### src/rtl/csri_pkg.sv
package csri_pkg;

    localparam int CORNER_CNT  = 8;
    localparam int EDGE_CNT    = 12;
    localparam int GROUP_SIZE  = 7;
    localparam int GROUP_CNT   = 2;
    localparam int TWIST_RANKS = 2187;
    localparam int FLIP_BITS   = 7;
    localparam int HIGH_GROUP_FIRST = 5;

    localparam int CP_W    = 3;   // corner piece code
    localparam int TW_W    = 2;   // corner twist code
    localparam int EP_W    = 4;   // edge piece code / edge position
    localparam int TRANK_W = 12;  // twist rank, max 2186
    localparam int CPR_W   = 16;  // corner perm rank, max 40319
    localparam int EPR_W   = 22;  // edge partial rank, max 3991679

    typedef struct packed {
        logic [23:0] corner_pieces;
        logic [15:0] corner_twists;
        logic [47:0] edge_pieces;
        logic [11:0] edge_flips;
    } t_in_beat;

    typedef struct packed {
        logic [26:0] corner_rank;
        logic [28:0] edge_rank_low_group;
        logic [28:0] edge_rank_high_group;
    } t_out_beat;

    typedef struct packed {
        logic s1;
        logic s2;
        logic s3;
    } t_pipe_en;

    function automatic logic [3:0] count_ones8(input logic [7:0] v);
        logic [3:0] n;
        n = '0;
        for (int b = 0; b < 8; b++) begin
            n = n + 4'(v[b]);
        end
        return n;
    endfunction

    function automatic logic [3:0] count_ones12(input logic [11:0] v);
        logic [3:0] n;
        n = '0;
        for (int b = 0; b < 12; b++) begin
            n = n + 4'(v[b]);
        end
        return n;
    endfunction

    // factorial weight of a corner Lehmer digit
    function automatic logic [CPR_W-1:0] fact_weight(input int n);
        logic [CPR_W-1:0] w;
        case (n)
            2:       w = 16'd2;
            3:       w = 16'd6;
            4:       w = 16'd24;
            5:       w = 16'd120;
            6:       w = 16'd720;
            7:       w = 16'd5040;
            default: w = 16'd1;
        endcase
        return w;
    endfunction

    function automatic logic [TRANK_W-1:0] pow3(input int n);
        logic [TRANK_W-1:0] w;
        case (n)
            1:       w = 12'd3;
            2:       w = 12'd9;
            3:       w = 12'd27;
            4:       w = 12'd81;
            5:       w = 12'd243;
            6:       w = 12'd729;
            default: w = 12'd1;
        endcase
        return w;
    endfunction

    // P(11-k, 6-k)
    function automatic logic [EPR_W-1:0] part_weight(input int k);
        logic [EPR_W-1:0] w;
        case (k)
            0:       w = 22'd332640;
            1:       w = 22'd30240;
            2:       w = 22'd3024;
            3:       w = 22'd336;
            4:       w = 22'd42;
            5:       w = 22'd6;
            default: w = 22'd1;
        endcase
        return w;
    endfunction

    function automatic logic [EP_W-1:0] group_first(input int g);
        return (g == 0) ? 4'd0 : 4'(HIGH_GROUP_FIRST);
    endfunction

endpackage

### src/rtl/cube_state_rank_index_unit.sv
// Three register stages lie between input beat and result beat.
// Throughput: one beat per cycle while the output is not stalled; each stage
// holds while the one after it is full and stalled, so the input is refused
// only when all three stages are full. Reset (i_rst_n low, synchronous) empties
// the pipeline; payload registers keep whatever they hold.
module cube_state_rank_index_unit (
    input  logic                i_clk,
    input  logic                i_rst_n,
    input  logic                i_in_valid,
    output logic                o_in_ready,
    input  csri_pkg::t_in_beat  i_in_beat,
    output logic                o_out_valid,
    input  logic                i_out_ready,
    output csri_pkg::t_out_beat o_out_beat
);

    csri_pkg::t_pipe_en en;
    logic [26:0]        corner_rank;
    logic [28:0]        low_rank;
    logic [28:0]        high_rank;

    csri_pipe_ctrl u_ctrl (
        .i_clk       (i_clk),
        .i_rst_n     (i_rst_n),
        .i_in_valid  (i_in_valid),
        .o_in_ready  (o_in_ready),
        .o_out_valid (o_out_valid),
        .i_out_ready (i_out_ready),
        .o_en        (en)
    );

    csri_corner_path u_corner (
        .i_clk    (i_clk),
        .i_en     (en),
        .i_pieces (i_in_beat.corner_pieces),
        .i_twists (i_in_beat.corner_twists),
        .o_rank   (corner_rank)
    );

    csri_edge_path u_edge (
        .i_clk       (i_clk),
        .i_en        (en),
        .i_pieces    (i_in_beat.edge_pieces),
        .i_flips     (i_in_beat.edge_flips),
        .o_low_rank  (low_rank),
        .o_high_rank (high_rank)
    );

    always_comb begin
        o_out_beat.corner_rank          = corner_rank;
        o_out_beat.edge_rank_low_group  = low_rank;
        o_out_beat.edge_rank_high_group = high_rank;
    end

endmodule

### src/rtl/csri_pipe_ctrl.sv
module csri_pipe_ctrl (
    input  logic                i_clk,
    input  logic                i_rst_n,
    input  logic                i_in_valid,
    output logic                o_in_ready,
    output logic                o_out_valid,
    input  logic                i_out_ready,
    output csri_pkg::t_pipe_en  o_en
);

    logic r_v1, r_v2, r_v3;
    logic rdy1, rdy2, rdy3;

    // a stage can load when empty or when its beat moves on
    assign rdy3 = !r_v3 || i_out_ready;
    assign rdy2 = !r_v2 || rdy3;
    assign rdy1 = !r_v1 || rdy2;

    always_ff @(posedge i_clk) begin
        if (!i_rst_n) begin
            r_v1 <= 1'b0;
            r_v2 <= 1'b0;
            r_v3 <= 1'b0;
        end else begin
            if (rdy1) begin
                r_v1 <= i_in_valid;
            end
            if (rdy2) begin
                r_v2 <= r_v1;
            end
            if (rdy3) begin
                r_v3 <= r_v2;
            end
        end
    end

    assign o_in_ready  = rdy1;
    assign o_out_valid = r_v3;
    assign o_en.s1     = rdy1 && i_in_valid;
    assign o_en.s2     = rdy2 && r_v1;
    assign o_en.s3     = rdy3 && r_v2;

endmodule

### src/rtl/csri_corner_path.sv
module csri_corner_path (
    input  logic                i_clk,
    input  csri_pkg::t_pipe_en  i_en,
    input  logic [23:0]         i_pieces,
    input  logic [15:0]         i_twists,
    output logic [26:0]         o_rank
);

    localparam int DIGITS = csri_pkg::CORNER_CNT - 1;

    logic [DIGITS-1:0][csri_pkg::CP_W-1:0] r1_digit, n1_digit;
    logic [csri_pkg::TRANK_W-1:0]          r1_trank, n1_trank;
    logic [csri_pkg::CPR_W-1:0]            r2_prank, n2_prank;
    logic [csri_pkg::TRANK_W-1:0]          r2_trank;
    logic [26:0]                           r3_rank;

    // stage 1: Lehmer digits and twist rank
    always_comb begin
        logic [7:0]                seen;
        logic [7:0]                below;
        logic [csri_pkg::CP_W-1:0] c;
        logic [3:0]                cnt;
        seen     = '0;
        n1_trank = '0;
        for (int i = 0; i < DIGITS; i++) begin
            c           = i_pieces[csri_pkg::CP_W*i +: csri_pkg::CP_W];
            below       = (8'd1 << c) - 8'd1;
            cnt         = csri_pkg::count_ones8(seen & below);
            n1_digit[i] = c - cnt[csri_pkg::CP_W-1:0];
            seen        = seen | (8'd1 << c);
            n1_trank    = n1_trank
                        + csri_pkg::TRANK_W'(i_twists[csri_pkg::TW_W*i +: csri_pkg::TW_W])
                        * csri_pkg::pow3(DIGITS - 1 - i);
        end
    end

    // stage 2: weighted digit sum
    always_comb begin
        n2_prank = '0;
        for (int i = 0; i < DIGITS; i++) begin
            n2_prank = n2_prank + csri_pkg::CPR_W'(r1_digit[i])
                     * csri_pkg::fact_weight(DIGITS - i);
        end
    end

    always_ff @(posedge i_clk) begin
        if (i_en.s1) begin
            r1_digit <= n1_digit;
            r1_trank <= n1_trank;
        end
        if (i_en.s2) begin
            r2_prank <= n2_prank;
            r2_trank <= r1_trank;
        end
        // stage 3: one 16x12 multiply and add
        if (i_en.s3) begin
            r3_rank <= 27'(28'(r2_prank) * 28'(csri_pkg::TWIST_RANKS) + 28'(r2_trank));
        end
    end

    assign o_rank = r3_rank;

endmodule

### src/rtl/csri_edge_path.sv
module csri_edge_path (
    input  logic                i_clk,
    input  csri_pkg::t_pipe_en  i_en,
    input  logic [47:0]         i_pieces,
    input  logic [11:0]         i_flips,
    output logic [28:0]         o_low_rank,
    output logic [28:0]         o_high_rank
);

    localparam int G  = csri_pkg::GROUP_CNT;
    localparam int K  = csri_pkg::GROUP_SIZE;
    localparam int PW = csri_pkg::EP_W;

    logic [G-1:0][K-1:0][PW-1:0]                  r1_where, n1_where;
    logic [csri_pkg::EDGE_CNT-1:0]                r1_flips;
    logic [G-1:0][K-1:0][PW-1:0]                  r2_digit, n2_digit;
    logic [G-1:0][csri_pkg::FLIP_BITS-1:0]        r2_frank, n2_frank;
    logic [G-1:0][csri_pkg::EPR_W-1:0]            n3_prank;
    logic [G-1:0][28:0]                           r3_rank;

    // stage 1: locate each piece of both groups; last matching position wins
    always_comb begin
        logic [PW-1:0] target;
        for (int g = 0; g < G; g++) begin
            for (int k = 0; k < K; k++) begin
                target         = csri_pkg::group_first(g) + PW'(k);
                n1_where[g][k] = '0;
                for (int i = 0; i < csri_pkg::EDGE_CNT; i++) begin
                    if (i_pieces[PW*i +: PW] == target) begin
                        n1_where[g][k] = PW'(i);
                    end
                end
            end
        end
    end

    // stage 2: partial-permutation digits and flip bits
    always_comb begin
        logic [csri_pkg::EDGE_CNT-1:0] seen;
        logic [csri_pkg::EDGE_CNT-1:0] below;
        logic [PW-1:0]                 pos;
        for (int g = 0; g < G; g++) begin
            seen = '0;
            for (int k = 0; k < K; k++) begin
                pos             = r1_where[g][k];
                below           = (12'd1 << pos) - 12'd1;
                n2_digit[g][k]  = pos - csri_pkg::count_ones12(seen & below);
                n2_frank[g][k]  = r1_flips[pos];
                seen            = seen | (12'd1 << pos);
            end
        end
    end

    // stage 3: constant-weight sum
    always_comb begin
        for (int g = 0; g < G; g++) begin
            n3_prank[g] = '0;
            for (int k = 0; k < K; k++) begin
                n3_prank[g] = n3_prank[g] + csri_pkg::EPR_W'(r2_digit[g][k])
                            * csri_pkg::part_weight(k);
            end
        end
    end

    always_ff @(posedge i_clk) begin
        if (i_en.s1) begin
            r1_where <= n1_where;
            r1_flips <= i_flips;
        end
        if (i_en.s2) begin
            r2_digit <= n2_digit;
            r2_frank <= n2_frank;
        end
        if (i_en.s3) begin
            for (int g = 0; g < G; g++) begin
                r3_rank[g] <= {n3_prank[g], r2_frank[g]};
            end
        end
    end

    assign o_low_rank  = r3_rank[0];
    assign o_high_rank = r3_rank[1];

endmodule

### config.mk
export PLATFORM = sky130hd
export DESIGN_NAME = cube_state_rank_index_unit
export DESIGN_NICKNAME = d
export VERILOG_FILES = /design/src/rtl/csri_pkg.sv /design/src/rtl/cube_state_rank_index_unit.sv /design/src/rtl/csri_pipe_ctrl.sv /design/src/rtl/csri_corner_path.sv /design/src/rtl/csri_edge_path.sv
export SDC_FILE = /design/constraint.sdc
export NUM_CORES = 2
export LEC_CHECK = 0
export ABC_CLOCK_PERIOD_IN_PS = 14550
export BUFFER_PORTS_ARGS = -buffer_cell sky130_fd_sc_hd__buf_2
export CAP_MARGIN = 20
export CORE_MARGIN = 1
export CORE_UTILIZATION = 40
export DETAILED_ROUTE_END_ITERATION = 10
export GPL_TIMING_DRIVEN = 0
export HOLD_SLACK_MARGIN = 0.05
export SYNTH_ARGS = -nofsm -noshare
export SYNTH_HDL_FRONTEND = slang
export SYNTH_SLANG_ARGS = --single-unit
### constraint.sdc
create_clock -name i_clk -period 14.55 [get_ports i_clk]
set_clock_uncertainty 0.15 [all_clocks]
set_input_delay 1.455 -clock i_clk [delete_from_list [all_inputs] [get_ports i_clk]]
set_output_delay 1.455 -clock i_clk [all_outputs]
set_load 0.05 [all_outputs]
==> run_results.csv <==
group,metric,value,unit
outcome,status,"completed",
setup_path,crit_fanout,10,
flow_run,maxCapViolations,0,
cts,clk-insertion-delay-late,0.58,ns
cts,cts_max_level,2,
global_route,top_usage_layer,"met2",
floorplan,core,93900,sq um
drt,drc,0,
setup_path,critPathArrivalTime,6.82,ns
logic_synthesis,yosysSeqAreaShare,21.6,%
setup_path,cp.required,14.70,ns
logic_synthesis,syn_inst,3948,
logic_synthesis,synth_cell_types,80,
finish,final_cell_mix,"inv_1 (700), ha_1 (567), fa_1 (395), edfxtp_1 (272), a21oi_1 (259)",
finish,layout.nets,5245,
floorplan,die_w,311,microns
place,place_congestion,0.926,
logic_synthesis,yosys.area_share.simple,10.6,%
setup_path,end_kind,"flop",
drt,ant_nets,0,
finish,area_delta_synth_final,10.4,%
sta,finalWorstSetupSlack,7.88,ns
floorplan,die_h,311,microns
logic_synthesis,synth_xor_area_share,5.63,%
sta,hold_viol_final,0,
cts,cts_tree,"built",
cts,cts_buffers,37,
sta,setup_viol,0,
drt,vias,27900,
cts,clk_path_buf_depth,3,
sta,fmax,150,MHz
logic_synthesis,postSynthAreaPerCell,9.67,sq um
logic_synthesis,async_flop_share,0,%
global_route,antenna_found_initial,9,
floorplan,fp-row-count,112,
sta,whs,0.263,ns
sta,slew_viol_final,0,
sta,fin_crit,6.67,ns
cts,path_clk_slew,0.06,ns
finish,drive_gt1_share,7.99,%
global_route,grt_max_degree,32,
cts,cts_hold_buf,0,
logic_synthesis,synth.area.mux_share,2.89,%
logic_synthesis,synth_edf_count,272,
sta,slew_headroom,46.3,%
global_route,met3_usage,2.99,%
logic_synthesis,syn_area,38200,sq um
floorplan,die_area,96700,sq um
drt,first_iter_violations,1685,
global_route,met2_usage,29.3,%
cts,cts_root_buf,"clkbuf_16",
setup_path,path_class,"reg2reg",
cts,ctsResizeCount,0,
global_route,met1_usage,26.6,%
place,post-place-ws,7.79,ns
logic_synthesis,synth_ff_type,"edfxtp_1",
drt,drtPass1Iterations,6,
sta,finalCritPeriodShare,45.9,%
logic_synthesis,ys_warn_count,0,
drt,routedWlPerCell,16.3,microns
cts,post_cts_buffers,0,
drt,drt_wl_total,89000,microns
min_path,hp-class,"reg2reg",
logic_synthesis,synth_compound_area_share,12.1,%
cts,cts.sinks,275,
sta,rsz0062_at_grt,"no",
logic_synthesis,synth_top_family_by_area,"adder cells",
global_route,grt_pass1_vias,28000,
floorplan,start_util,40.7,%
setup_path,cp-start-kind,"flop",
floorplan,ioPinCount,191,
logic_synthesis,synthAdderAreaFrac,39.3,%
global_route,grt_pass1_wl,145000,microns
finish,fin_util,44.9,%
place,io_buffers,178,
sta,worstMarginPinSlew,0.804,ns
sta,finalSetupTns,0,ns
logic_synthesis,ys_ff_latch,275,
drt,via_per_inst,5.12,
place,hpwl,75500,microns
global_route,grt.total_usage,18.5,%
finish,layout_commonest_cell,"inv_1",
global_route,gr-total-overflow,0,
critical path, cell delays in order, from the launching register on:
cell and delay [ns]:
edfxtp_1 0.62, clkbuf_1 0.40, nor2_1 0.23, nand3_1 0.21, o31a_1 0.21, a21boi_0 0.46
o31ai_1 0.22, a31oi_1 0.36, a22oi_1 0.14, ha_1 0.32, fa_1 0.39, inv_1 0.08
fa_1 0.45, fa_1 0.55, inv_1 0.06, fa_1 0.59, inv_1 0.06, ha_1 0.28
a21o_1 0.17, a21oi_1 0.16, xnor2_1 0.29
flip-flops by register name, indices dropped and copies added, names as in the netlist:
name,count
u_edge.r2_frank,12
u_corner.r2_trank,12
u_corner.r1_trank,12
u_edge.r1_flips,12
u_edge.o_high_rank,29
u_ctrl.o_out_valid,1
u_corner.r1_digit,21
u_ctrl.r_v1,1
u_edge.r2_digit,56
u_corner.r2_prank,16
u_corner.o_rank,27
u_ctrl.r_v2,1
u_edge.o_low_rank,27
u_edge.r1_where,48
cells by family (layout without fill, tap and decap cells):
| family | Yosys count | in the layout |
|---|---|---|
| adders and majority gates | 962 | 962 |
| xor gates and xnor gates | 244 | 244 |
| muxes | 65 | 65 |
| other | 1 | 7 |
| AOI/OAI and AO/OA | 736 | 736 |
| buffers and inverters | 803 | 1056 |
| DFF | 275 | 275 |
| and+or+nand+nor | 862 | 862 |
layer usage:
metal	up-vias	share of wire, %	routed length [microns]
li1	13800	-	-
met1	13400	48	42700
met2	659	44	39400
met3	107	5.9	5280
met4	16	1.8	1560
met5	-	0.12	110
layout make-up:
class,count,area (sq um)
clock inverters,25,325
fillers,9196,51800
repair buffers,187,1070
inverters,709,2660
diodes,1,2.50
clock buffers,41,941
plain buffers,94,362
multi-input cells,2875,27000
flip-flops and latches,275,8230
well taps,1254,1570
synth_stat cells (9+ instances only):
master      n  area, sq um
ha_1      567         7090
clkbuf_1   87          327
mux2i_1    27          270
nor4_1     17          106
a21boi_0   24          180
o31a_1      9         78.8
or3_1      12         75.1
nor2b_1    55          344
fa_1      395         7910
nand2_1   228          856
or2_2      23          144
o22ai_1    26          163
o21ai_0   141          706
nand3_1    53          265
xor2_1     70          613
inv_1     700         2630
nand4_1    12         75.1
a31oi_1    49          307
edfxtp_1  272         8170
xnor2_1   173         1520
and2_1     18          113
a21o_1     63          473
nand2b_1   56          350
a21oi_1   259         1300
nor2_1    258          968
o21bai_1   22          165
and3_1     30          188
mux4_2     36          811
o21a_1     22          165
o31ai_1    20          150
nor3_1     79          395
metrics by stage:
step | area, sq um | instances
after floorplan | 38200 | 3953
after CTS | 42100 | 5460
after global placement | 40600 | 5385
after detailed placement | 40900 | 5394
final | 42100 | 5461
after global routing | 42100 | 5460
path summary, 6_finish.rpt:
check,end,slack [ns],cells after the start,from
setup / recovery,u_edge.r2_digit[55],7.88,20,u_edge.r1_where[23]
hold / removal,u_corner.r2_trank[8],0.26,0,u_corner.r1_trank[8]
setup reg to reg,u_edge.r2_digit[55],7.88,20,u_edge.r1_where[23]
hold reg to reg,u_corner.r2_trank[8],0.26,0,u_corner.r1_trank[8]
Power is not shown: default switching activity piles up to over one toggle a cycle in this logic, so the estimate is an artifact.
